File: src/design/itp_pkg.sv
// Shared types, character codes and precedence function for the infix-to-postfix converter.
// No dependencies; every other design file except itp_ram refers to this package by scoped names.
package itp_pkg;

    localparam int STACK_DEPTH_DEF = 16;
    localparam int CHAR_W          = 8;
    localparam int LIMIT_W         = 5;
    localparam int PREC_W          = 2;
    localparam int APB_ADDR_W      = 3;
    localparam int APB_DATA_W      = 32;
    localparam int REG_IDX_W       = 1;

    localparam logic [LIMIT_W-1:0]   LIMIT_RST = 5'd16;
    localparam logic [REG_IDX_W-1:0] REG_STACK_LIMIT = 1'b0;

    localparam logic [CHAR_W-1:0] CH_POW = 8'h5E;
    localparam logic [CHAR_W-1:0] CH_MUL = 8'h2A;
    localparam logic [CHAR_W-1:0] CH_DIV = 8'h2F;
    localparam logic [CHAR_W-1:0] CH_ADD = 8'h2B;
    localparam logic [CHAR_W-1:0] CH_SUB = 8'h2D;
    localparam logic [CHAR_W-1:0] CH_NUL = 8'h00;

    typedef struct packed {
        logic [CHAR_W-1:0] in_char;
        logic              in_last;
    } t_in_item;

    typedef struct packed {
        logic [CHAR_W-1:0] out_char;
        logic              out_last;
        logic              overflow;
    } t_out_item;

    typedef enum logic [1:0] {
        S_IDLE,
        S_WORK,
        S_FLUSH
    } t_state;

    typedef enum logic [1:0] {
        SEL_CHAR,
        SEL_TOP,
        SEL_MARK
    } t_emit_sel;

    typedef struct packed {
        logic      accept;
        logic      emit;
        t_emit_sel emit_sel;
        logic      emit_last;
        logic      push;
        logic      pop;
    } t_cmd;

    typedef struct packed {
        logic is_op;
        logic pop_ok;
        logic can_push;
        logic count_nz;
        logic count_one;
        logic last;
        logic out_free;
    } t_status;

    function automatic logic [PREC_W-1:0] prec_of(input logic [CHAR_W-1:0] c);
        logic [PREC_W-1:0] p;
        case (c)
            CH_POW:  p = 2'd3;
            CH_MUL:  p = 2'd2;
            CH_DIV:  p = 2'd2;
            CH_ADD:  p = 2'd1;
            CH_SUB:  p = 2'd1;
            default: p = 2'd0;
        endcase
        return p;
    endfunction

endpackage

File: src/design/infix_to_postfix_converter_core.sv
// Top level of the infix-to-postfix converter: state machine plus datapath.
// Depends on itp_pkg, itp_ctrl, itp_dp (and itp_ram below it).
//
// Converts one ASCII character per request into postfix results, one result per cycle
// at most. An operand is accepted, then emitted. An operator is accepted, then pops
// stacked operators, then is pushed or emits an overflow marker. A final character
// then flushes every operator left on the stack. The pop and flush loops run one entry
// per cycle while the output is not stalled, through the stack RAM's single read port,
// with the top entry kept in a register. The stack_limit register at byte address 0 is
// to be written through the APB port only while idle; the block itself does not enforce
// it. Stack contents need no clearing after reset.
module infix_to_postfix_converter_core #(
    parameter int STACK_DEPTH = itp_pkg::STACK_DEPTH_DEF
) (
    input  logic                           i_clk,
    input  logic                           i_rst_n,
    input  logic                           i_in_valid,
    output logic                           o_in_ready,
    input  itp_pkg::t_in_item              i_in,
    output logic                           o_out_valid,
    input  logic                           i_out_ready,
    output itp_pkg::t_out_item             o_out,
    input  logic                           psel,
    input  logic                           penable,
    input  logic                           pwrite,
    input  logic [itp_pkg::APB_ADDR_W-1:0] paddr,
    input  logic [itp_pkg::APB_DATA_W-1:0] pwdata,
    output logic [itp_pkg::APB_DATA_W-1:0] prdata,
    output logic                           pready
);

    itp_pkg::t_cmd    cmd;
    itp_pkg::t_status status;

    assign pready = 1'b1;

    itp_ctrl u_ctrl (
        .i_clk      (i_clk),
        .i_rst_n    (i_rst_n),
        .i_in_valid (i_in_valid),
        .o_in_ready (o_in_ready),
        .i_status   (status),
        .o_cmd      (cmd)
    );

    itp_dp #(
        .STACK_DEPTH (STACK_DEPTH)
    ) u_dp (
        .i_clk       (i_clk),
        .i_rst_n     (i_rst_n),
        .i_in        (i_in),
        .o_out_valid (o_out_valid),
        .i_out_ready (i_out_ready),
        .o_out       (o_out),
        .psel        (psel),
        .penable     (penable),
        .pwrite      (pwrite),
        .paddr       (paddr),
        .pwdata      (pwdata),
        .prdata      (prdata),
        .i_cmd       (cmd),
        .o_status    (status)
    );

endmodule

File: src/design/itp_ram.sv
// Generic single-port-write, single-port-read RAM with registered, write-first read.
// No dependencies.
module itp_ram #(
    parameter int   WIDTH = 8,
    parameter int   DEPTH = 16,
    localparam int  AW    = (DEPTH > 1) ? $clog2(DEPTH) : 1
) (
    input  logic             i_clk,
    input  logic             i_we,
    input  logic [AW-1:0]    i_wr_addr,
    input  logic [WIDTH-1:0] i_wr_data,
    input  logic [AW-1:0]    i_rd_addr,
    output logic [WIDTH-1:0] o_rd_data
);

    logic [WIDTH-1:0] r_mem [DEPTH];
    logic [WIDTH-1:0] r_rd_data;

    always_ff @(posedge i_clk) begin
        if (i_we) begin
            r_mem[i_wr_addr] <= i_wr_data;
        end
        if (i_we && (i_wr_addr == i_rd_addr)) begin
            r_rd_data <= i_wr_data;
        end else begin
            r_rd_data <= r_mem[i_rd_addr];
        end
    end

    assign o_rd_data = r_rd_data;

endmodule

File: src/design/itp_ctrl.sv
// Sequencing state machine: accept, pop loop, push or overflow marker, flush.
// Depends on itp_pkg; drives itp_dp through t_cmd and reads t_status.
module itp_ctrl (
    input  logic            i_clk,
    input  logic            i_rst_n,
    input  logic            i_in_valid,
    output logic            o_in_ready,
    input  itp_pkg::t_status i_status,
    output itp_pkg::t_cmd    o_cmd
);

    itp_pkg::t_state r_state;
    itp_pkg::t_state n_state;

    always_ff @(posedge i_clk) begin
        if (!i_rst_n) begin
            r_state <= itp_pkg::S_IDLE;
        end else begin
            r_state <= n_state;
        end
    end

    always_comb begin
        n_state          = r_state;
        o_cmd            = '0;
        o_cmd.emit_sel   = itp_pkg::SEL_CHAR;
        o_in_ready       = 1'b0;
        case (r_state)
            itp_pkg::S_IDLE: begin
                o_in_ready = 1'b1;
                if (i_in_valid) begin
                    o_cmd.accept = 1'b1;
                    n_state      = itp_pkg::S_WORK;
                end
            end
            itp_pkg::S_WORK: begin
                if (!i_status.is_op) begin
                    if (i_status.out_free) begin
                        o_cmd.emit      = 1'b1;
                        o_cmd.emit_sel  = itp_pkg::SEL_CHAR;
                        o_cmd.emit_last = i_status.last && !i_status.count_nz;
                        n_state = (i_status.last && i_status.count_nz) ?
                                  itp_pkg::S_FLUSH : itp_pkg::S_IDLE;
                    end
                end else if (i_status.pop_ok) begin
                    if (i_status.out_free) begin
                        o_cmd.emit     = 1'b1;
                        o_cmd.emit_sel = itp_pkg::SEL_TOP;
                        o_cmd.pop      = 1'b1;
                    end
                end else if (i_status.can_push) begin
                    o_cmd.push = 1'b1;
                    n_state = i_status.last ? itp_pkg::S_FLUSH : itp_pkg::S_IDLE;
                end else if (i_status.out_free) begin
                    o_cmd.emit      = 1'b1;
                    o_cmd.emit_sel  = itp_pkg::SEL_MARK;
                    o_cmd.emit_last = i_status.last && !i_status.count_nz;
                    n_state = (i_status.last && i_status.count_nz) ?
                              itp_pkg::S_FLUSH : itp_pkg::S_IDLE;
                end
            end
            itp_pkg::S_FLUSH: begin
                if (i_status.out_free) begin
                    o_cmd.emit      = 1'b1;
                    o_cmd.emit_sel  = itp_pkg::SEL_TOP;
                    o_cmd.pop       = 1'b1;
                    o_cmd.emit_last = i_status.count_one;
                    if (i_status.count_one) begin
                        n_state = itp_pkg::S_IDLE;
                    end
                end
            end
            default: begin
                n_state = itp_pkg::S_IDLE;
            end
        endcase
    end

endmodule

File: src/design/itp_dp.sv
// Datapath: request latch, top-of-stack register, stack RAM, count, limit register, output stage.
// Depends on itp_pkg and itp_ram; controlled by itp_ctrl through t_cmd / t_status.
module itp_dp #(
    parameter int STACK_DEPTH = itp_pkg::STACK_DEPTH_DEF
) (
    input  logic                                i_clk,
    input  logic                                i_rst_n,
    input  itp_pkg::t_in_item                   i_in,
    output logic                                o_out_valid,
    input  logic                                i_out_ready,
    output itp_pkg::t_out_item                  o_out,
    input  logic                                psel,
    input  logic                                penable,
    input  logic                                pwrite,
    input  logic [itp_pkg::APB_ADDR_W-1:0]      paddr,
    input  logic [itp_pkg::APB_DATA_W-1:0]      pwdata,
    output logic [itp_pkg::APB_DATA_W-1:0]      prdata,
    input  itp_pkg::t_cmd                       i_cmd,
    output itp_pkg::t_status                    o_status
);

    localparam int CW    = $clog2(STACK_DEPTH + 1);
    localparam int AW    = (STACK_DEPTH > 1) ? $clog2(STACK_DEPTH) : 1;
    localparam int CMP_W = (CW > itp_pkg::LIMIT_W) ? CW : itp_pkg::LIMIT_W;

    logic [itp_pkg::CHAR_W-1:0]  r_char;
    logic                        r_last;
    logic [itp_pkg::CHAR_W-1:0]  r_top;
    logic [CW-1:0]               r_count;
    logic [CW-1:0]               n_count;
    logic [itp_pkg::LIMIT_W-1:0] r_limit;
    itp_pkg::t_out_item          r_out;
    itp_pkg::t_out_item          n_out;
    logic                        r_out_valid;

    logic [itp_pkg::CHAR_W-1:0]  ram_rd_data;
    logic [itp_pkg::PREC_W-1:0]  prec_in;
    logic [itp_pkg::PREC_W-1:0]  prec_top;
    logic [CMP_W-1:0]            count_ext;
    logic                        cfg_wr;
    logic [itp_pkg::REG_IDX_W-1:0] reg_idx;

    assign reg_idx = paddr[itp_pkg::APB_ADDR_W-1:2];
    assign cfg_wr  = psel && penable && pwrite && (reg_idx == itp_pkg::REG_STACK_LIMIT);
    assign prdata  = (reg_idx == itp_pkg::REG_STACK_LIMIT) ?
                     itp_pkg::APB_DATA_W'(r_limit) : '0;

    always_ff @(posedge i_clk) begin
        if (!i_rst_n) begin
            r_limit <= itp_pkg::LIMIT_RST;
        end else if (cfg_wr) begin
            r_limit <= pwdata[itp_pkg::LIMIT_W-1:0];
        end
    end

    always_ff @(posedge i_clk) begin
        if (i_cmd.accept) begin
            r_char <= i_in.in_char;
            r_last <= i_in.in_last;
        end
    end

    always_comb begin
        n_count = r_count;
        if (i_cmd.push) begin
            n_count = r_count + CW'(1);
        end else if (i_cmd.pop) begin
            n_count = r_count - CW'(1);
        end
    end

    always_ff @(posedge i_clk) begin
        if (!i_rst_n) begin
            r_count <= '0;
        end else begin
            r_count <= n_count;
        end
    end

    always_ff @(posedge i_clk) begin
        if (i_cmd.push) begin
            r_top <= r_char;
        end else if (i_cmd.pop) begin
            r_top <= ram_rd_data;
        end
    end

    itp_ram #(
        .WIDTH (itp_pkg::CHAR_W),
        .DEPTH (STACK_DEPTH)
    ) u_stack_ram (
        .i_clk     (i_clk),
        .i_we      (i_cmd.push && (r_count != '0)),
        .i_wr_addr (AW'(r_count - CW'(1))),
        .i_wr_data (r_top),
        .i_rd_addr (AW'(n_count - CW'(2))),
        .o_rd_data (ram_rd_data)
    );

    always_comb begin
        n_out = r_out;
        if (i_cmd.emit) begin
            n_out.out_last = i_cmd.emit_last;
            n_out.overflow = 1'b0;
            case (i_cmd.emit_sel)
                itp_pkg::SEL_CHAR: n_out.out_char = r_char;
                itp_pkg::SEL_TOP:  n_out.out_char = r_top;
                itp_pkg::SEL_MARK: begin
                    n_out.out_char = itp_pkg::CH_NUL;
                    n_out.overflow = 1'b1;
                end
                default:           n_out.out_char = r_char;
            endcase
        end
    end

    always_ff @(posedge i_clk) begin
        r_out <= n_out;
    end

    always_ff @(posedge i_clk) begin
        if (!i_rst_n) begin
            r_out_valid <= 1'b0;
        end else if (i_cmd.emit) begin
            r_out_valid <= 1'b1;
        end else if (i_out_ready) begin
            r_out_valid <= 1'b0;
        end
    end

    assign o_out_valid = r_out_valid;
    assign o_out       = r_out;

    assign prec_in   = itp_pkg::prec_of(r_char);
    assign prec_top  = itp_pkg::prec_of(r_top);
    assign count_ext = CMP_W'(r_count);

    assign o_status.is_op     = (prec_in != '0);
    assign o_status.count_nz  = (r_count != '0);
    assign o_status.count_one = (r_count == CW'(1));
    assign o_status.pop_ok    = (r_count != '0) &&
                                ((prec_top > prec_in) ||
                                 ((prec_top == prec_in) && (r_char != itp_pkg::CH_POW)));
    assign o_status.can_push  = (count_ext < CMP_W'(r_limit)) &&
                                (count_ext < CMP_W'(STACK_DEPTH));
    assign o_status.last      = r_last;
    assign o_status.out_free  = !r_out_valid || i_out_ready;

endmodule

File: config.mk
export PLATFORM = sky130hd
export DESIGN_NAME = infix_to_postfix_converter_core
export DESIGN_NICKNAME = d
export VERILOG_FILES = /design/src/design/itp_pkg.sv /design/src/design/infix_to_postfix_converter_core.sv /design/src/design/itp_ram.sv /design/src/design/itp_ctrl.sv /design/src/design/itp_dp.sv
export SDC_FILE = /design/constraint.sdc
export NUM_CORES = 1
export LEC_CHECK = 0
export ABC_AREA = 0
export ABC_CLOCK_PERIOD_IN_PS = 5700
export BUFFER_PORTS_ARGS = -buffer_cell sky130_fd_sc_hd__buf_2
export CORE_MARGIN = 10
export CORE_UTILIZATION = 50
export CTS_CLUSTER_DIAMETER = 30
export DETAILED_ROUTE_END_ITERATION = 16
export PLACE_DENSITY = 0.7
export SLEW_MARGIN = 20
export SYNTH_ARGS = -nofsm -noshare
export SYNTH_HDL_FRONTEND = slang
export SYNTH_SLANG_ARGS = --single-unit
File: constraint.sdc
create_clock -name i_clk -period 5.7 [get_ports i_clk]
set_input_delay 0.285 -clock i_clk [delete_from_list [all_inputs] [get_ports i_clk]]
set_output_delay 0.285 -clock i_clk [all_outputs]
set_load 0.03 [all_outputs]
==> flow_summary.json <==
{
  "cpPeakStageDelay_ns": 0.72,
  "grt_max_degree": 33,
  "fin_skew_ns": 0.00784,
  "maxSlewHeadroom": 0.375,
  "cts_tree": "yes",
  "hold_violations": 0,
  "viasPerCell": 5.70,
  "numCtsBuffers": 17,
  "vias": 4273,
  "cp_max_fo": 19,
  "arrival_ns": 5.25,
  "post_cts_buffers": 0,
  "tns_ns": 0,
  "cts_sinks": 172,
  "crit_buf_inv": 1,
  "io_buffers": 38,
  "cts_buffer_depth": 2,
  "fin_crit_sh": 0.856,
  "num-nets-final": 617,
  "slowest_stage": "or4b_2",
  "totalWireLength_mm": 15.7,
  "min_period_ns": 4.88,
  "hpwl_mm": 10.7,
  "grt_overflow": 0,
  "worst_slack_ns": 0.823,
  "clk_pin_slew_ns": 0.07,
  "hold_path.class": "input port to flip-flop",
  "grt_pass1_vias": 4387,
  "drv_cap": 0,
  "cp-start-kind": "flip-flop",
  "vdd_drop_max_v": 0.000237,
  "drive_gt1_frac": 0.237,
  "path_delay_family": "simple AND/OR/NAND/NOR gates",
  "power_leakage_nw": 2.93,
  "die_height_um": 144,
  "holdWs_ns": 0.0319,
  "worstMarginPinSlew_ns": 0.934,
  "rsz0062_at_grt": "no",
  "avgRoutedWirePerCell_um": 21.0,
  "yosysWarnings": 0,
  "place_congestion": 0.866,
  "cp.required_ns": 6.08,
  "synth.distinct_cells": 62,
  "seq_area_frac_synth": 0.652,
  "initial_utilization": 0.508,
  "fin_util": 0.569,
  "place_ws_ns": 0.895,
  "synth_edf_count": 155,
  "route.detailed.drc": 0,
  "postLayoutCellArea_mm2": 0.00858,
  "fmax_mhz": 205,
  "p_per_area_mw_per_mm2": 305,
  "diodes": 0,
  "synthArstFlopShare": 0,
  "dieArea_mm2": 0.0207,
  "area_growth_pct": 12.0,
  "die_w_um": 144,
  "dp_cells": 717,
  "mostFrequentLayoutCell": "edfxtp_1",
  "synthFlopType": "edfxtp_1",
  "total_power_mw": 2.62,
  "detail_route.first_pass.iterations": 5,
  "critical_path_class": "flip-flop to flip-flop",
  "num-fill-cells": 1188,
  "slew_viol_final": 0,
  "cts_root_buf": "clkbuf_16",
  "clk_latency_ns": 0.43,
  "row_count": 45,
  "grt_usage": 0.161,
  "post_cts_resized": 0,
  "ant_nets": 0,
  "mostFrequentLayoutCells": "155 x edfxtp_1, 55 x nand2_1, 40 x mux4_2",
  "path_cells": "buf_4 > or4b_2 > o21a_1 > o22ai_1 > and3_1 > ha_1 > nand3_1 > nor4_1 > o31ai_1 > or3b_4 > nand2_1 > o2bb2a_1 > xor2_1 > ha_1 > or2_2 > a2111oi_0 > nor4bb_1 > nand2_1",
  "cp-end-kind": "flip-flop",
  "core_mm2": 0.0151,
  "setup_viol": 0,
  "ctsHoldBuffers": 0,
  "syn-instance-count": 498,
  "status": "finished, final reports clean",
  "dpl_cell_area_mm2": 0.00800,
  "synth_seq_cells": 172,
  "ios": 96,
  "drt_iter0_drc": 410,
  "grt_antenna_before_repair": 0,
  "syn_area_per_cell_um2": 15.4,
  "netlist_area_mm2": 0.00766,
  "grt_pass1_wl_mm": 24.7,
  "ctsHtreeMaxLevel": 4,
  "final_cells": 749
}
## cells in the mapped netlist (3+ instances only)
library cell / n / share of area
mux4_2: 40 / 0.12
nand3_1: 3 / 0.0020
a21oi_1: 5 / 0.0033
buf_2: 5 / 0.0033
clkbuf_1: 10 / 0.0049
and2_1: 10 / 0.0082
a31oi_1: 3 / 0.0024
ha_1: 18 / 0.029
nor2b_1: 6 / 0.0049
nand2_1: 55 / 0.027
a21o_1: 3 / 0.0029
or2_2: 3 / 0.0024
mux2i_1: 6 / 0.0078
or3_1: 3 / 0.0024
edfxtp_1: 155 / 0.61
o21ai_0: 18 / 0.012
nand2b_1: 5 / 0.0041
inv_1: 14 / 0.0069
nor2_1: 27 / 0.013
buf_4: 28 / 0.027
xnor2_1: 3 / 0.0034
dfxtp_1: 17 / 0.044
nor3b_1: 4 / 0.0039
## worst reg2reg max path: cells and delay by family, from the launching register on
family          cells  cell delay [ns]
simple gates        9             1.96
compound gates      5             1.60
fa+ha+maj           2             0.51
flops               1             0.34
buf+inv             1             0.24
xor+xnor            1             0.16
## layout make-up
type                            count  area, µm²  area share
Tap cell                          188        235      0.0274
Clock inverter                     14        156      0.0182
Multi-Input combinational cell    292       2430       0.283
Clock buffer                       18        429      0.0500
Inverter                           15       56.3     0.00656
Sequential cell                   172       5000       0.582
Timing Repair Buffer               50        280      0.0327
## registers in the layout, indices dropped and copies added, names as in the netlist, 2 cells and up, named ones only
signal / cells
u_dp.u_stack_ram.r_mem: 128
u_dp.o_out: 10
u_dp.r_char: 8
u_dp.r_top: 8
u_dp.count_ext: 5
u_dp.r_limit: 5
u_ctrl.r_state: 2
## where the power goes
group | internal, mW | leakage [nW] | switching (mW)
sequential | 1.37 | 1.48 | 0.0127
combinational | 0.0293 | 1.16 | 0.0645
clock | 0.654 | 0.287 | 0.487
## routing by layer
layer	vias to the layer above	track usage	wire length (µm)
li1	1954	-	-
met1	2154	0.199	6540
met2	142	0.261	7950
met3	23	0.0446	887
met4	0	0.0645	329
met5	-	0	0
## path summary, 6_finish.rpt
| check | from | to | slack [ns] | cells past startpoint |
|---|---|---|---|---|
| hold reg to reg | u_dp.r_limit[3] | u_dp.r_limit[3] | 0.50 | 2 |
| setup / recovery | u_dp.r_top[5] | flip-flop | 0.82 | 18 |
| setup reg to reg | u_dp.r_top[5] | flip-flop | 0.82 | 18 |
| hold / removal | i_in[3] | u_dp.r_char[2] | 0.03 | 1 |
## cells by family after synthesis
| family | count (synthesis) | synth area share |
|---|---|---|
| flops | 172 | 0.652 |
| simple gates | 143 | 0.0978 |
| buf+inv | 60 | 0.0439 |
| compound gates | 52 | 0.0449 |
| mux | 46 | 0.125 |
| fa+ha+maj | 18 | 0.0294 |
| xor+xnor | 5 | 0.00572 |
| other cells | 2 | 0.000980 |
(Power assumes the default switching activity.)
